===== src/rtl/gdm_pkg.sv =====
// Shared types and constants for the gamepad drive mode mixer.
// Used by every design module of the block and by the testbench; depends on nothing else.
package gdm_pkg;

  localparam int CfgIdxW = 2;

  localparam logic [CfgIdxW-1:0] REG_DEADZONE    = 2'd0;
  localparam logic [CfgIdxW-1:0] REG_WEAPON_FULL = 2'd1;
  localparam logic [CfgIdxW-1:0] REG_WEAPON_HALF = 2'd2;

  localparam logic [7:0] DEADZONE_RST    = 8'd20;
  localparam logic [7:0] WEAPON_FULL_RST = 8'd255;
  localparam logic [7:0] WEAPON_HALF_RST = 8'd128;

  // Trigger and stick mapping constants.
  localparam logic signed [10:0] SPEED_OFFSET = 11'sd255;
  localparam logic signed [11:0] STICK_OFFSET = 12'sd512;
  localparam logic signed [20:0] TURN_GAIN    = 21'sd446;
  localparam logic signed [10:0] TURN_OFFSET  = 11'sd223;
  localparam logic signed [10:0] SIDE_MAX     = 11'sd255;
  localparam logic [10:0]        TRIG_DIV     = 11'd1023;

  typedef struct packed {
    logic [7:0] deadzone;
    logic [7:0] weapon_full;
    logic [7:0] weapon_half;
  } cfg_t;

  typedef struct packed {
    logic       manual;
    logic [7:0] weapon;
  } mode_t;

  typedef struct packed {
    logic a;
    logic b;
    logic x;
    logic y;
  } buttons_t;

endpackage


===== src/rtl/gdm_cfg_regs.sv =====
// Configuration register file: deadzone and the two weapon levels.
// Depends on gdm_pkg.
module gdm_cfg_regs import gdm_pkg::*; (
  input  logic               clk,
  input  logic               rst_n,
  input  logic               wr_en,
  input  logic [CfgIdxW-1:0] wr_index,
  input  logic [7:0]         wr_data,
  output cfg_t               cfg
);

  cfg_t cfg_r;

  always_ff @(posedge clk) begin
    if (!rst_n) begin
      cfg_r.deadzone    <= DEADZONE_RST;
      cfg_r.weapon_full <= WEAPON_FULL_RST;
      cfg_r.weapon_half <= WEAPON_HALF_RST;
    end else if (wr_en) begin
      unique case (wr_index)
        REG_DEADZONE:    cfg_r.deadzone    <= wr_data;
        REG_WEAPON_FULL: cfg_r.weapon_full <= wr_data;
        REG_WEAPON_HALF: cfg_r.weapon_half <= wr_data;
        default: ;
      endcase
    end
  end

  assign cfg = cfg_r;

endmodule


===== src/rtl/gdm_mode_ctrl.sv =====
// Button edge detection and the manual mode / weapon level state.
// Depends on gdm_pkg.
module gdm_mode_ctrl import gdm_pkg::*; (
  input  logic     clk,
  input  logic     rst_n,
  input  logic     advance,
  input  buttons_t buttons,
  input  cfg_t     cfg,
  output mode_t    mode_nxt
);

  buttons_t prev_r;
  mode_t    mode_r;
  buttons_t rise;

  assign rise = buttons & ~prev_r;

  // The presses are applied in order A, B, X, Y, each seeing the one before.
  always_comb begin
    mode_nxt = mode_r;
    if (rise.a) begin
      mode_nxt.manual = 1'b0;
      mode_nxt.weapon = '0;
    end
    if (rise.b) begin
      if (!mode_nxt.manual) begin
        mode_nxt.manual = 1'b1;
      end else begin
        mode_nxt.manual = 1'b0;
        mode_nxt.weapon = '0;
      end
    end
    if (rise.x) begin
      mode_nxt.weapon = (mode_nxt.weapon == cfg.weapon_full) ? '0 : cfg.weapon_full;
    end
    if (rise.y) begin
      mode_nxt.weapon = (mode_nxt.weapon == cfg.weapon_half) ? '0 : cfg.weapon_half;
    end
  end

  always_ff @(posedge clk) begin
    if (!rst_n) begin
      prev_r <= '0;
      mode_r <= '0;
    end else if (advance) begin
      prev_r <= buttons;
      mode_r <= mode_nxt;
    end
  end

endmodule


===== src/rtl/gdm_mixer.sv =====
// Arcade drive mixing: trigger and stick mapping, deadzone, clamp, sign split.
// Pure combinational; depends on gdm_pkg.
module gdm_mixer import gdm_pkg::*; (
  input  logic               manual,
  input  logic [7:0]         deadzone,
  input  logic signed [10:0] stick_x,
  input  logic [9:0]         brake_level,
  input  logic [9:0]         throttle_level,
  output logic [7:0]         left_speed,
  output logic               left_forward,
  output logic [7:0]         right_speed,
  output logic               right_forward
);

  logic [10:0]        trig_sum;
  logic [18:0]        trig_prod;
  logic [8:0]         quot0;
  logic [10:0]        rem;
  logic [8:0]         quot;
  logic signed [10:0] speed;
  logic signed [11:0] stick_ofs;
  logic signed [20:0] turn_prod;
  logic signed [20:0] turn_adj;
  logic signed [20:0] turn_shift;
  logic signed [10:0] turn;
  logic signed [10:0] left_raw;
  logic signed [10:0] right_raw;
  logic signed [10:0] dz;

  // throttle - brake + 1023, always in 0..2046.
  assign trig_sum  = {1'b0, throttle_level} + {1'b0, ~brake_level};
  assign trig_prod = {trig_sum, 8'b0} - {8'b0, trig_sum};

  // Divide by 1023: p = 1024*q0 + low, so p - 1023*q0 = low + q0, which stays
  // below twice the divisor and needs at most one correction.
  assign quot0 = trig_prod[18:10];
  assign rem   = {1'b0, trig_prod[9:0]} + {2'b0, quot0};
  assign quot  = quot0 + {8'b0, (rem >= TRIG_DIV)};
  assign speed = $signed({2'b0, quot}) - SPEED_OFFSET;

  // The turn division truncates toward zero, so negative products are biased.
  assign stick_ofs  = {stick_x[10], stick_x} + STICK_OFFSET;
  assign turn_prod  = {{9{stick_ofs[11]}}, stick_ofs} * TURN_GAIN;
  assign turn_adj   = turn_prod + (turn_prod[20] ? 21'sd1023 : 21'sd0);
  assign turn_shift = turn_adj >>> 10;
  assign turn       = turn_shift[10:0] - TURN_OFFSET;

  assign left_raw  = speed + turn;
  assign right_raw = speed - turn;
  assign dz        = $signed({3'b0, deadzone});

  function automatic logic [8:0] side_out(input logic signed [10:0] v,
                                          input logic signed [10:0] dzv);
    logic signed [10:0] c;
    logic [10:0]        mag;
    begin
      if (v < dzv && v > -dzv) begin
        c = '0;
      end else if (v > SIDE_MAX) begin
        c = SIDE_MAX;
      end else if (v < -SIDE_MAX) begin
        c = -SIDE_MAX;
      end else begin
        c = v;
      end
      mag = c[10] ? 11'(-c) : 11'(c);
      side_out = {~c[10], mag[7:0]};
    end
  endfunction

  logic [8:0] left_o;
  logic [8:0] right_o;

  assign left_o  = side_out(left_raw, dz);
  assign right_o = side_out(right_raw, dz);

  assign left_speed    = manual ? left_o[7:0]  : 8'd0;
  assign left_forward  = manual ? left_o[8]    : 1'b1;
  assign right_speed   = manual ? right_o[7:0] : 8'd0;
  assign right_forward = manual ? right_o[8]   : 1'b1;

endmodule


===== src/rtl/gamepad_drive_mode_mixer_top.sv =====
// Gamepad drive mode mixer, top level.
// Depends on gdm_pkg, gdm_cfg_regs, gdm_mode_ctrl and gdm_mixer.
//
// One gamepad report in, one drive and weapon command out. The block takes a
// request every clock cycle while the result side does not stall: the report
// is captured in an input register, and the button handling and drive mixing
// run in one pass into the result register, which is the only place where
// mode state advances. When the result side stalls, the input register holds
// one more report and then stalls the input. Configuration writes are always
// ready and take effect on every report that leaves the input register after them.
module gamepad_drive_mode_mixer_top import gdm_pkg::*; (
  input  logic               clk,
  input  logic               rst_n,
  input  logic               in_valid,
  output logic               in_stall,
  input  logic               in_button_a,
  input  logic               in_button_b,
  input  logic               in_button_x,
  input  logic               in_button_y,
  input  logic signed [10:0] in_stick_x,
  input  logic [9:0]         in_brake_level,
  input  logic [9:0]         in_throttle_level,
  output logic               out_valid,
  input  logic               out_stall,
  output logic [7:0]         out_left_speed,
  output logic               out_left_forward,
  output logic [7:0]         out_right_speed,
  output logic               out_right_forward,
  output logic [7:0]         out_weapon_level,
  output logic               out_manual_on,
  input  logic               cfg_valid,
  output logic               cfg_ready,
  input  logic [CfgIdxW-1:0] cfg_index,
  input  logic [7:0]         cfg_data
);

  cfg_t     cfg;
  mode_t    mode_nxt;
  buttons_t btn_r;

  logic               s1_valid_r;
  logic signed [10:0] stick_r;
  logic [9:0]         brake_r;
  logic [9:0]         throttle_r;
  logic               advance;
  logic               in_take;

  logic [7:0] left_speed;
  logic       left_forward;
  logic [7:0] right_speed;
  logic       right_forward;

  assign cfg_ready = 1'b1;

  // The input register moves forward whenever the result register is free.
  assign advance  = s1_valid_r && (!out_valid || !out_stall);
  assign in_stall = s1_valid_r && !(!out_valid || !out_stall);
  assign in_take  = in_valid && !in_stall;

  always_ff @(posedge clk) begin
    if (!rst_n) begin
      s1_valid_r <= 1'b0;
    end else if (in_take) begin
      s1_valid_r <= 1'b1;
    end else if (advance) begin
      s1_valid_r <= 1'b0;
    end
  end

  always_ff @(posedge clk) begin
    if (in_take) begin
      btn_r      <= '{a: in_button_a, b: in_button_b, x: in_button_x, y: in_button_y};
      stick_r    <= in_stick_x;
      brake_r    <= in_brake_level;
      throttle_r <= in_throttle_level;
    end
  end

  gdm_cfg_regs u_cfg (
    .clk      (clk),
    .rst_n    (rst_n),
    .wr_en    (cfg_valid && cfg_ready),
    .wr_index (cfg_index),
    .wr_data  (cfg_data),
    .cfg      (cfg)
  );

  gdm_mode_ctrl u_mode (
    .clk      (clk),
    .rst_n    (rst_n),
    .advance  (advance),
    .buttons  (btn_r),
    .cfg      (cfg),
    .mode_nxt (mode_nxt)
  );

  gdm_mixer u_mix (
    .manual         (mode_nxt.manual),
    .deadzone       (cfg.deadzone),
    .stick_x        (stick_r),
    .brake_level    (brake_r),
    .throttle_level (throttle_r),
    .left_speed     (left_speed),
    .left_forward   (left_forward),
    .right_speed    (right_speed),
    .right_forward  (right_forward)
  );

  logic out_valid_r;

  always_ff @(posedge clk) begin
    if (!rst_n) begin
      out_valid_r <= 1'b0;
    end else if (advance) begin
      out_valid_r <= 1'b1;
    end else if (!out_stall) begin
      out_valid_r <= 1'b0;
    end
  end

  always_ff @(posedge clk) begin
    if (advance) begin
      out_left_speed    <= left_speed;
      out_left_forward  <= left_forward;
      out_right_speed   <= right_speed;
      out_right_forward <= right_forward;
      out_weapon_level  <= mode_nxt.weapon;
      out_manual_on     <= mode_nxt.manual;
    end
  end

  assign out_valid = out_valid_r;

endmodule


===== config.mk =====
export PLATFORM = sky130hd
export DESIGN_NAME = gamepad_drive_mode_mixer_top
export DESIGN_NICKNAME = d
export VERILOG_FILES = /design/src/rtl/gdm_pkg.sv /design/src/rtl/gdm_cfg_regs.sv /design/src/rtl/gdm_mode_ctrl.sv /design/src/rtl/gdm_mixer.sv /design/src/rtl/gamepad_drive_mode_mixer_top.sv
export SDC_FILE = /design/constraint.sdc
export NUM_CORES = 1
export LEC_CHECK = 0
export BUFFER_PORTS_ARGS = -buffer_cell sky130_fd_sc_hd__buf_4
export CAP_MARGIN = 10
export CORE_ASPECT_RATIO = 1.2
export CORE_MARGIN = 10
export CORE_UTILIZATION = 30
export DETAILED_ROUTE_END_ITERATION = 8
export PLACE_DENSITY = 0.56
export SLEW_MARGIN = 20
export SYNTH_ARGS = -nofsm -noshare
export SYNTH_HDL_FRONTEND = slang
export SYNTH_SLANG_ARGS = --single-unit

===== constraint.sdc =====
create_clock -name clk -period 16 [get_ports clk]
set_input_delay 3.2 -clock clk [delete_from_list [all_inputs] [get_ports clk]]
set_output_delay 3.2 -clock clk [all_outputs]
set_load 0.01 [all_outputs]

; Word-level counts from Yosys, hierarchy flattened
; Cells that the tools add are included.
[totals]
regBits = 101
inputBits = 50
out_inout_bits = 30
word_cells = 93
[classes]
eq_ne = 5
muxes = 21
n_mul = 1
n_lt_le_gt_ge = 9
n_reduce_logical = 15
bitwise = 5
addsub = 13
[op_table]
columns = cell, count
row1 = $mux W11, 6
row2 = $mux W8, 7
row3 = $gt A11 B11 Y1, 2
row4 = $gt A11 B9 Y1 const B, 2
row5 = $lt A11 B9 Y1, 2
row6 = $lt A11 B9 Y1 const B, 2
row7 = $add A21 B21 Y21, 1
row8 = $mul A21 B8 Y20 const B, 1
row9 = $sub A19 B11 Y19, 1
row10 = $mux W9, 2
row11 = $eq A8 B8 Y1, 2
row12 = $neg A8 Y8, 2
row13 = $add A11 B11 Y12 const B, 1
row14 = $add A10 B10 Y11, 1
row15 = $add A10 B9 Y11, 1
row16 = $add A11 B11 Y11, 1
row17 = $ge A11 B10 Y1 const B, 1
row18 = $neg A8 Y11, 1
row19 = $sub A11 B11 Y11, 1
row20 = $sub A11 B8 Y11 const B, 1
row21 = $mux W10, 1
row22 = $not A10 Y10, 1
row23 = $sub A9 B8 Y10 const B, 1
row24 = $add A9 B1 Y9, 1
row25 = 13 further kinds, 27

; Longest topological paths before layout
; Gate-level depths: netlist (run 1).
[depth]
ltp_word = 14
depth_mapped = 58
mapped_depth_nobuf = 56

; Cells and area by module
; Synthesis (run 1) repeated with hierarchy kept, for this count alone.
[unflattened]
cells_unflattened = 1293
hier_area_um2 = 11592.4
[by_module_without_submodules]
columns = mod, seq_area_each_um2, cells_per_inst, area_each_um2, instances
row1 = gdm_mixer, 0.0, 921, 7191.9, 1
row2 = gamepad_drive_mode_mixer_top, 1901.8, 72, 1956.9, 1
row3 = gdm_mode_ctrl, 260.2, 202, 1472.7, 1
row4 = gdm_cfg_regs, 480.5, 98, 970.9, 1

; Least setup slack after synthesis (run 1)
; Ideal clock, no wire load.
[synth_timing]
kind = register to register
start = register stick_r[7]
end = register out_left_speed[4] (data pin)
path_slack_ns = 4.830
required_ns = 15.737
path_buffers = 2
arrival_ns = 10.907
synth_period_minus_slack_ns = 11.170
setup_ns = 0.263
stages_incl_launch_ff = 47
cell_sequence = edfxtp_1 > inv_1 > fa_1 > inv_1 > fa_1 > inv_1 > fa_1 > inv_1 > fa_1 > ha_1 > clkbuf_1 > and4_1 > o2111ai_1 > a21oi_1 > nor2_1 > xnor2_1 > ha_1 > nand3_1 > [... 11 more ...] > xnor2_1 > ha_1 > clkbuf_1 > a21oi_1 > o21ai_0 > a2111oi_0 > nand3b_1 > ha_1 > nand4_1 > o32a_1 > o31ai_1 > a2111oi_0 > mux2i_1 > o211ai_1 > ha_1 > a21boi_0 > o221a_2 > o32ai_1
[synth_between]
elab_chain_cells = 12
word_cells_on_any_way = 16
classes_between = add/sub: 5 / mul: 1 / order compare: 4 / mux: 5 / reduce/logical: 1
[synth_lines]
columns = element, line_no
row1 = from (decl), gamepad_drive_mode_mixer_top.sv:42  ; logic signed [10:0] stick_r;
row2 = from (signal assigned), gamepad_drive_mode_mixer_top.sv:73  ; stick_r <= in_stick_x;
row3 = $add A11 B11 Y12 *, gdm_mixer.sv:42  ; assign stick_ofs = {stick_x[10], stick_x} + STICK_OFFSET;
row4 = $mul A21 B8 Y20 *, gdm_mixer.sv:43  ; assign turn_prod = {{9{stick_ofs[11]}}, stick_ofs} * TURN_GAIN;
row5 = $mux W10, gdm_mixer.sv:44  ; assign turn_adj = turn_prod + (turn_prod[20] ? 21'sd1023 : 21'sd0);
row6 = $add A21 B21 Y21 *, gdm_mixer.sv:44
row7 = $sub A11 B8 Y11 *, gdm_mixer.sv:46  ; assign turn = turn_shift[10:0] - TURN_OFFSET;
row8 = $add A11 B11 Y11 *, gdm_mixer.sv:48  ; assign left_raw = speed + turn;
row9 = $lt A11 B9 Y1, gdm_mixer.sv:61  ; end else if (v < -SIDE_MAX) begin
row10 = $mux W11, gdm_mixer.sv:61
row11 = $mux W11, gdm_mixer.sv:59  ; end else if (v > SIDE_MAX) begin
row12 = $mux W11 *, gdm_mixer.sv:57  ; if (v < dzv && v > -dzv) begin
row13 = $neg A8 Y8, gdm_mixer.sv:66  ; mag = c[10] ? 11'(-c) : 11'(c);
row14 = $mux W8 *, gdm_mixer.sv:66
row15 = to (signal assigned), gamepad_drive_mode_mixer_top.sv:123  ; out_left_speed <= left_speed;
row16 = to (decl), gamepad_drive_mode_mixer_top.sv:25  ; output logic [7:0] out_left_speed,
; Mark *: on every way between the ends. The rest lies on a longest branch, timed or not.
; A chain may end at the register's enable or synchronous reset.

; Worst setup path after layout (run 1)
[layout_timing]
start = register brake_r[0]
end = register out_right_speed[6] (data pin)
[layout_between]
elab_chain_cells = 14
word_cells_on_any_way = 18
classes_between = add/sub: 7 / order compare: 5 / mux: 4 / bitwise: 1 / reduce/logical: 1
[layout_lines]
columns = element, line_no
row1 = from (decl), gamepad_drive_mode_mixer_top.sv:43  ; logic [9:0] brake_r;
row2 = from (signal assigned), gamepad_drive_mode_mixer_top.sv:74  ; brake_r <= in_brake_level;
row3 = $not A10 Y10 *, gdm_mixer.sv:31  ; assign trig_sum = {1'b0, throttle_level} + {1'b0, ~brake_level};
row4 = $add A10 B10 Y11 *, gdm_mixer.sv:31
row5 = $sub A19 B11 Y19 *, gdm_mixer.sv:32  ; assign trig_prod = {trig_sum, 8'b0} - {8'b0, trig_sum};
row6 = $add A10 B9 Y11, gdm_mixer.sv:37  ; assign rem = {1'b0, trig_prod[9:0]} + {2'b0, quot0};
row7 = $ge A11 B10 Y1, gdm_mixer.sv:38  ; assign quot = quot0 + {8'b0, (rem >= TRIG_DIV)};
row8 = $add A9 B1 Y9 *, gdm_mixer.sv:38
row9 = $sub A9 B8 Y10 *, gdm_mixer.sv:39  ; assign speed = $signed({2'b0, quot}) - SPEED_OFFSET;
row10 = $sub A11 B11 Y11 *, gdm_mixer.sv:49  ; assign right_raw = speed - turn;
row11 = $lt A11 B9 Y1, gdm_mixer.sv:61
row12 = $mux W11, gdm_mixer.sv:61
row13 = $mux W11, gdm_mixer.sv:59
row14 = $mux W11 *, gdm_mixer.sv:57
row15 = $neg A8 Y8, gdm_mixer.sv:66
row16 = $mux W8 *, gdm_mixer.sv:66
row17 = to (signal assigned), gamepad_drive_mode_mixer_top.sv:125  ; out_right_speed <= right_speed;
row18 = to (decl), gamepad_drive_mode_mixer_top.sv:27  ; output logic [7:0] out_right_speed,
; Marked as above.

==> metrics.md, run 1 <==
| Metric | Value |
|---|---|
| Initial antenna violation count | 0 |
| Antenna diodes | 0 |
| Total clock sinks | slightly above 100 |
| Die width | approximately 200 um |
| CP startpoint kind | flop |
| H-tree Lvls | 3 |
| Clock-pin slew of the registers on the worst-case setup and hold paths | 0.09 ns |
| Setup-failing EPs final | 0 |
| Status | complete, no violations |
| Number of synthesized register bits | 101 |
| Worst-skew pair later-pin latency | 0.38 ns |
| Leading area contributor after synthesis | edfxtp_1 |
| Slowest CP cell | o31ai_1 |
| # IOs | 80 |
| Cts bufs inserted | 9 |
| Register-to-Register Setup Slack | 3.41 ns |
| Avg Cell Area, Syn | 8.92 sq um |
| HP Class | reg2reg |
| Post-DP HPWL | around 24,000 um |
| CP max stage delay | 0.54 ns |
| WP depth | 55 |
| P&R area growth vs syn | 12.5% |
| Cell count of the worst hold path | 2 |
| Worst path bufs/invs | 7 |
| Top cells by area, synth | edfxtp_1, ha_1, fa_1 |
| TritonRoute pass-1 iters | 5 |
| Fraction of registers with async set/reset | 0 |
| CP top delay family | compound AO/OA/AOI/OAI gates |
| RSZ-0062 raised after global routing | false |
| Core Box Area | just under 0.04 sq mm |
| NumNets Final | about 1,600 |
| WL per Instance | between 15 and 20 um |
| Cell area after synthesis | roughly 0.012 sq mm |
| Total global-route track usage | 0.126 |
| Slew Viols, Final | 0 |
| Drt drc | 0 |
| Detailed-route via count | ~9,600 |
| EDFF count, synth | between 60 and 70 |
| Minimum clock period | approximately 13 ns |
| Pin count of the biggest net entering global routing | 43 |
| Top FF cell, synth | edfxtp_1 |
| Fmax achieved | between 0.07 and 0.08 GHz |
| First-pass GRT wire length | 48,500 um |
| GRT Residual Overflow | 0 |
| Count leader, synth | inv_1 |
| Final period utilization | 0.787 |
| Crit-path max FO | 7 |
| CTS tree | done |
| Fill cells | 4,041 |
| Mapped Nets | about 1,500 |
| Die height | 236 um |
| Initial DRC count | around 500 |
| Gpl congestion | 0.916 |
| Port Buffers | 78 |
| R2r worst-path depth | 55 |
| Worst Tran Pin Value | roughly 1.0 ns |
| Worst Skew | 0.0126 ns |
| Drt total wl | ~30,000 um |
| Row cnt | ~80 |
| Synth cell count leaders | inv_1, ha_1, a21oi_1, nand2_1, nor2_1 |
| CTS root buffer | clkbuf_16 |
| Yosys Warn Count | 0 |
| Vias in the first global route | roughly 9,600 |
| Max Buffers Root-to-Sink | 2 |
| Synthesized instance count | between 1,000 and 1,500 |
| Post-CTS sizing | 0 |
| Synth unique cells | between 90 and 100 |
| Worst EP required | about 16 ns |
| Critical path arrival | between 10 and 15 ns |
| Die area | 0.0472 sq mm |
| Max-Cap Viols | 0 |
| Endpoint class of the critical path | flop |
| Avg Vias per Cell | between 5 and 6 |
| Post-DRT Antenna Nets | 0 |
| Post-synthesis sequential area ratio | 0.226 |
| Hold_buf cts | 0 |
| Starting density of the core | 0.302 |
| # Post-CTS Setup Buffers | 0 |
| Crit Path Class | reg2reg |
| Fin. Hold Viols | 0 |
| Worst rel slew slack | 0.333 |
| Layout cells sized above 1 | 0.110 |
| Top cell type's share of synthesized area | 0.160 |
| Post-route setup TNS | 0 ns |
[kinds of logic (layout without fill, tap and decap cells)]
| logic type | after synthesis | in the layout | share of synthesized area |
|---|---|---|---|
| buffers and inverters | 187 | 247 | 0.0635 |
| adder cells (fa/ha/maj) | 181 | 181 | 0.227 |
| AND/OR/NAND/NOR | 381 | 381 | 0.175 |
| other | 1 | 1 | 0.000321 |
| XOR/XNOR | 100 | 100 | 0.0800 |
| AO/OA/AOI/OAI | 332 | 332 | 0.205 |
| multiplexers | 26 | 26 | 0.0226 |
| flip-flops | 101 | 101 | 0.226 |
[cell type report]
type / count / area, sq um / area share
Clock buffer: 9 / 225 / 0.0171
Multi-Input combinational cell: 1021 / 8330 / 0.634
Sequential cell: 101 / 2640 / 0.201
Inverter: 145 / 544 / 0.0414
Tap cell: 526 / 658 / 0.0501
Timing Repair Buffer: 86 / 646 / 0.0492
Clock inverter: 7 / 88.8 / 0.00676
[worst paths after layout]
| check | from | end |
|---|---|---|
| hold reg to reg | s1_valid_r$_SDFFE_PN0P_ | out_valid$_SDFFE_PN0P_ |
| hold / removal | s1_valid_r$_SDFFE_PN0P_ | out_valid$_SDFFE_PN0P_ |
| setup reg to reg | brake_r[0]$_DFFE_PP_ | out_right_speed[6]$_SDFFCE_PN0P_ |
| setup / recovery | brake_r[0]$_DFFE_PP_ | out_right_speed[6]$_SDFFCE_PN0P_ |
[flip-flops by register name, indices dropped and copies added (netlist names)]
| signal | count |
|---|---|
| out_left_forward | 1 |
| u_mode.prev_r | 4 |
| throttle_r | 10 |
| s1_valid_r | 1 |
| out_left_speed | 8 |
| out_manual_on | 1 |
| out_valid | 1 |
| brake_r | 10 |
| btn_r | 4 |
| u_mode.mode_r | 9 |
| stick_r | 11 |
| out_right_speed | 8 |
| out_right_forward | 1 |
| out_weapon_level | 8 |
| u_cfg.cfg | 24 |
[layer usage]
layer	global-route usage	vias to the layer above	wire (um)
li1	-	4829	-
met1	0.157	4496	13200
met2	0.217	209	14400
met3	0.0185	38	1160
met4	0.0377	0	529
met5	0	-	0
[stage by stage]
step,setup slack [ns],hold WS [ns],util,instance area [sq um],cells
global route,2.47,0.546,0.340,13100,1895
CTS,3.30,0.520,0.339,13100,1895
floorplan,4.83,0.466,-,11700,1309
finish,3.41,0.508,0.340,13100,1895
detailed placement,3.34,0.498,0.331,12800,1879
global placement,3.42,0.486,0.331,12800,1879
[tightest hold or removal path, delay by kind of cell, from the launching register on]
family / cells / cell delay, ns
and+or+nand+nor: 1 / 0.09
AOI/OAI and AO/OA: 1 / 0.04
DFF: 1 / 0.35
[placed cells by master (no fill, tap or decap), types with 31 or more instances in the layout]
cell | synthesis | final
a21oi_1 | 79 | 79
buf_4 | 1 | 86
dfxtp_1 | 39 | 39
edfxtp_1 | 62 | 62
fa_1 | 52 | 52
ha_1 | 128 | 128
inv_1 | 145 | 145
nand2_1 | 77 | 77
nand3_1 | 40 | 40
nor2_1 | 68 | 68
nor2b_1 | 46 | 45
nor3_1 | 33 | 33
o21ai_0 | 33 | 33
xnor2_1 | 63 | 62
xor2_1 | 32 | 31
Power of run 1 is not shown: default switching activity piles up to over one toggle a cycle in this logic, so the estimate is an artifact.
==> inputs of run 2 (changes only) <==
Clock period 16 ns to 12.6 ns, I/O delays scaled along.
==> run 2 against run 1 <==
Flip-flop and latch count unchanged. Non-clock buffer count up 7. Hold slack better by 0.0039 ns. Maximum frequency up 7.0%. Cell count up 0.37%. Utilization up 0.33 points. Worst setup slack worse by 2.6 ns. Clock skew up 0.0014 ns.
==> metrics.md, run 2 (same netlist as run 1, synthesis figures left out) <==
| Metric | Value |
|---|---|
| Vias in the first global route | slightly below 10,000 |
| Worst path bufs/invs | 5 |
| Worst-skew pair later-pin latency | around 0.38 ns |
| Slew Viols, Final | 0 |
| Drt drc | 0 |
| Fmax achieved | approximately 0.085 GHz |
| Post-Layout Cell Count | 1,902 |
| Hold slack | between 0.5 and 0.6 ns |
| Total clock sinks | roughly 100 |
| R2r worst-path depth | 46 |
| Row cnt | 79 |
| WL per Instance | between 15 and 20 um |
| CP top delay family | adder cells |
| Initial antenna violation count | 0 |
| Most common cell on crit path | ha_1 |
| H-tree Lvls | 3 |
| HP Class | reg2reg |
| WP depth | 46 |
| CTS root buffer | clkbuf_16 |
| Setup-failing EPs final | 0 |
| RSZ-0062 raised after global routing | false |
| Worst Setup SP | stick_r[7]$_DFFE_PP_ |
| TritonRoute pass-1 iters | 5 |
| NumNets Final | roughly 1,600 |
| Core Box Area | 0.0386 sq mm |
| Crit Path Class | reg2reg |
| Commonest non-fill, non-tap cell in the layout | inv_1 |
| Worst Setup EP | out_right_speed[6]$_SDFFCE_PN0P_ |
| Commonest non-fill, non-tap cells in the layout | inv_1, ha_1, buf_4, a21oi_1, nand2_1 |
| Worst Skew | 0.0141 ns |
| P&R area growth vs syn | 13.6% |
| Worst R2R End | out_right_speed[6]$_SDFFCE_PN0P_ |
| Register-to-Register Setup Slack | roughly 0.83 ns |
| Starting density of the core | 0.302 |
| Fin. Hold Viols | 0 |
| Max Buffers Root-to-Sink | 2 |
| First-pass GRT wire length | ~50,000 um |
| Worst r2r src | stick_r[7]$_DFFE_PP_ |
| Crit-path max FO | 10 |
| Drt total wl | between 20,000 and 30,000 um |
| Avg Vias per Cell | roughly 5.1 |
| Detailed-route via count | ~9,700 |
| Clock-pin slew of the registers on the worst-case setup and hold paths | approximately 0.070 ns |
| Minimum clock period | 11.77 ns |
| CP max stage delay | approximately 0.57 ns |
| Post-DRT Antenna Nets | 0 |
| Initial DRC count | about 570 |
| Die width | 200 um |
| Post-DP HPWL | 24,300 um |
| Post-route setup TNS | 0 ns |
| Max-Cap Viols | 0 |
| CTS tree | done |
| Port Buffers | 78 |
| Hold_buf cts | 0 |
| Post-route worst setup slack | approximately 0.83 ns |
| Layout cells sized above 1 | 0.125 |
| Die height | 236 um |
| Status | complete, no violations |
| Critical path arrival | about 12 ns |
| Gpl congestion | 0.898 |
| Placed cell count | approximately 1,900 |
| Pin count of the biggest net entering global routing | 43 |
| Worst Tran Pin Value | approximately 1.1 ns |
| GRT Residual Overflow | 0 |
| Place WS | between 0.09 and 0.1 ns |
| Worst EP required | ~13 ns |
| Die area | around 0.047 sq mm |
| # IOs | 80 |
| Total global-route track usage | 0.128 |
| Antenna diodes | 0 |
| Endpoint class of the critical path | flop |
| Slowest CP cell | fa_1 |
| CP startpoint kind | flop |
| Cts bufs inserted | 9 |
| Final period utilization | 0.934 |
| Max FFs per register | 24 |
| Worst rel slew slack | 0.255 |
==> run 2: cell types whose count changed in the layout (fill, tap and decap cells not counted), moves of 2 or more <==
cell,previous run,this run
clkinv_8,3,0
o21ai_1,5,3
buf_4,86,93
o21ai_2,0,2
a31oi_1,11,9
a31oi_2,0,2
==> run 2: cell type report <==
cell class	instances	area, sq um
Clock buffer	11	254
Clock inverter	5	48.8
Fill cell	4031	25400
Inverter	145	544
Multi-Input combinational cell	1021	8420
Sequential cell	101	2640
Tap cell	526	658
Timing Repair Buffer	93	698
==> run 2: tightest hold or removal path, stage by stage, from the launching register on <==
cell     delay, ns
dfxtp_1       0.32
mux2i_1       0.06
nor2b_1       0.09
==> run 2: routing by layer <==
layer,GRT usage,wire length [um],vias up
li1,-,-,4839
met1,0.157,13300,4605
met2,0.224,15000,186
met3,0.0168,1010,28
met4,0.0414,558,0
met5,0,0,-
==> run 2: worst min-delay path by stage <==
| stage | from | to | slack [ns] | cells after the start |
|---|---|---|---|---|
| floorplan | s1_valid_r$_SDFFE_PN0P_ | out_valid$_SDFFE_PN0P_ | 0.47 | 2 |
| global placement | s1_valid_r$_SDFFE_PN0P_ | out_valid$_SDFFE_PN0P_ | 0.49 | 2 |
| detailed placement | u_mode.prev_r[0]$_SDFFE_PN0P_ | u_mode.prev_r[0]$_SDFFE_PN0P_ | 0.50 | 2 |
| CTS | u_mode.prev_r[0]$_SDFFE_PN0P_ | u_mode.prev_r[0]$_SDFFE_PN0P_ | 0.52 | 2 |
| global route | u_mode.prev_r[3]$_SDFFE_PN0P_ | u_mode.prev_r[3]$_SDFFE_PN0P_ | 0.55 | 2 |
| finish | u_mode.prev_r[0]$_SDFFE_PN0P_ | u_mode.prev_r[0]$_SDFFE_PN0P_ | 0.51 | 2 |
==> run 2: timing repair <==
item                       in CTS  in global routing
setup buffers                   0                  3
gates resized for setup         0                 23
setup endpoints to repair       0                 17
==> run 2: through the flow <==
step                      instance area, sq um  utilization
after floorplan                          11700            -
after global placement                   12800        0.332
after detailed placement                 12800        0.332
after CTS                                13100        0.340
after global routing                     13300        0.343
final                                    13300        0.343
Power of run 2 is left out for the same reason.
==> inputs of run 3 (changes only) <==
Settings changed: MAX_ROUTING_LAYER from default to met4.
==> run 3 against run 2 <==
Count of clock-buffer cells in the layout is 1 lower. Critical path type unchanged. Critical endpoint unchanged. Utilization hardly changed. Non-clock buffer count is 1 lower.
==> metrics.md, run 3 (same netlist as run 1, synthesis figures left out) <==
| Metric | Value |
|---|---|
| Max FFs per register | 24 |
| Gpl congestion | around 0.91 |
| NumNets Final | 1,600 |
| CTS tree | done |
| Endpoint class of the critical path | flop |
| Final core utilization | 0.343 |
| Die area | around 0.047 sq mm |
| Port Buffers | 78 |
| H-tree Lvls | 3 |
| Worst EP required | between 10 and 15 ns |
| Total clock sinks | about 100 |
| Max Buffers Root-to-Sink | 2 |
| Post-DRT Antenna Nets | 0 |
| Crit Path Class | reg2reg |
| Register-to-Register Setup Slack | slightly below 0.9 ns |
| Minimum clock period | 11.72 ns |
| Drt total wl | about 30,000 um |
| Avg Vias per Cell | roughly 5 |
| Cts bufs inserted | 9 |
| Hold_buf cts | 0 |
| Setup-failing EPs final | 0 |
| Antenna diodes | 0 |
| Starting density of the core | 0.302 |
| First-pass GRT wire length | around 49,000 um |
| Post-DP HPWL | about 25,000 um |
| Clock-pin slew of the registers on the worst-case setup and hold paths | around 0.08 ns |
| Hold slack | between 0.5 and 0.6 ns |
| Total global-route track usage | 0.131 |
| Die width | roughly 200 um |
| Max-Cap Viols | 0 |
| CP startpoint kind | flop |
| WL per Instance | about 16 um |
| Drt drc | 0 |
| Die height | between 200 and 250 um |
| Critical path arrival | approximately 12 ns |
| Worst rel slew slack | 0.295 |
| Worst r2r src | brake_r[0]$_DFFE_PP_ |
| Worst Skew | between 0.01 and 0.015 ns |
| Worst-skew pair later-pin latency | around 0.4 ns |
| Most common cell on crit path | ha_1 |
| GRT Residual Overflow | 0 |
| Slowest CP cell | or4_1 |
| CTS root buffer | clkbuf_16 |
| Vias in the first global route | between 9,000 and 10,000 |
| Core Box Area | 0.0386 sq mm |
| Fill cells | between 3,000 and 4,000 |
| Initial antenna violation count | 0 |
| P&R area growth vs syn | 13.5% |
| Worst Hold Launch | u_mode.prev_r[3]$_SDFFE_PN0P_ |
| CP max stage delay | just over 0.5 ns |
| Row cnt | 79 |
| TritonRoute pass-1 iters | 5 |
| Detailed-route via count | 9,611 |
| Final period utilization | 0.930 |
| Worst Setup SP | brake_r[0]$_DFFE_PP_ |
| Initial DRC count | roughly 450 |
| Pin count of the biggest net entering global routing | 43 |
| Commonest non-fill, non-tap cells in the layout | inv_1, ha_1, buf_4, a21oi_1, nand2_1 |
| Worst Tran Pin Value | 1.06 ns |
| Crit-path max FO | 10 |
| Commonest non-fill, non-tap cell in the layout | inv_1 |
| Status | complete, no violations |
| # IOs | 80 |
| Layout cells sized above 1 | 0.127 |
| Slew Viols, Final | 0 |
| Fin. Hold Viols | 0 |
| HP Class | reg2reg |
| Fmax achieved | 0.0853 GHz |
==> run 3: timing repair <==
action | 4_1_cts | 5_1_grt
resized for setup | 0 | 19
setup endpoints to repair | 0 | 15
buffers inserted | 0 | 2
==> run 3: final cells by class <==
cell class / count / area, sq um / share of cell area
multi-input cells: 1021 / 8410 / 0.635
flip-flops and latches: 101 / 2640 / 0.199
repair buffers: 92 / 691 / 0.0521
well taps: 526 / 658 / 0.0497
inverters: 145 / 544 / 0.0411
clock buffers: 10 / 239 / 0.0180
clock inverters: 6 / 62.6 / 0.00472
==> run 3: through the flow <==
stage	instance area [sq um]	setup TNS [ns]	instances	worst slack, ns
final	13300	0	1901	0.877
after global routing	13300	-0.0143	1901	-0.0143
after CTS	13100	0	1899	0.00982
after detailed placement	12800	0	1883	0.0524
after global placement	12800	0	1883	0.220
after floorplan	11700	0	1309	1.43
==> run 3: worst max-delay path: cells and delay by family (launching register included) <==
| kind | cells | cell delay [ns] |
|---|---|---|
| AO/OA/AOI/OAI | 25 | 5.15 |
| XOR/XNOR | 2 | 0.51 |
| adder cells (fa/ha/maj) | 8 | 2.53 |
| buffers and inverters | 5 | 0.50 |
| flip-flops | 1 | 0.36 |
| AND/OR/NAND/NOR | 12 | 2.54 |
==> run 3: per-layer routing <==
metal	share of wire	global-route usage
met4	0.021	0.0443
met5	0	-
met1	0.45	0.158
met2	0.50	0.221
met3	0.028	0.0155
==> run 3: path summary, 6_finish.rpt <==
check / to / depth (start not counted)
setup / recovery: out_right_speed[6]$_SDFFCE_PN0P_ / 52
hold / removal: u_mode.prev_r[3]$_SDFFE_PN0P_ / 2
setup reg to reg: out_right_speed[6]$_SDFFCE_PN0P_ / 52
hold reg to reg: u_mode.prev_r[3]$_SDFFE_PN0P_ / 2
Power of run 3 is left out for the same reason.
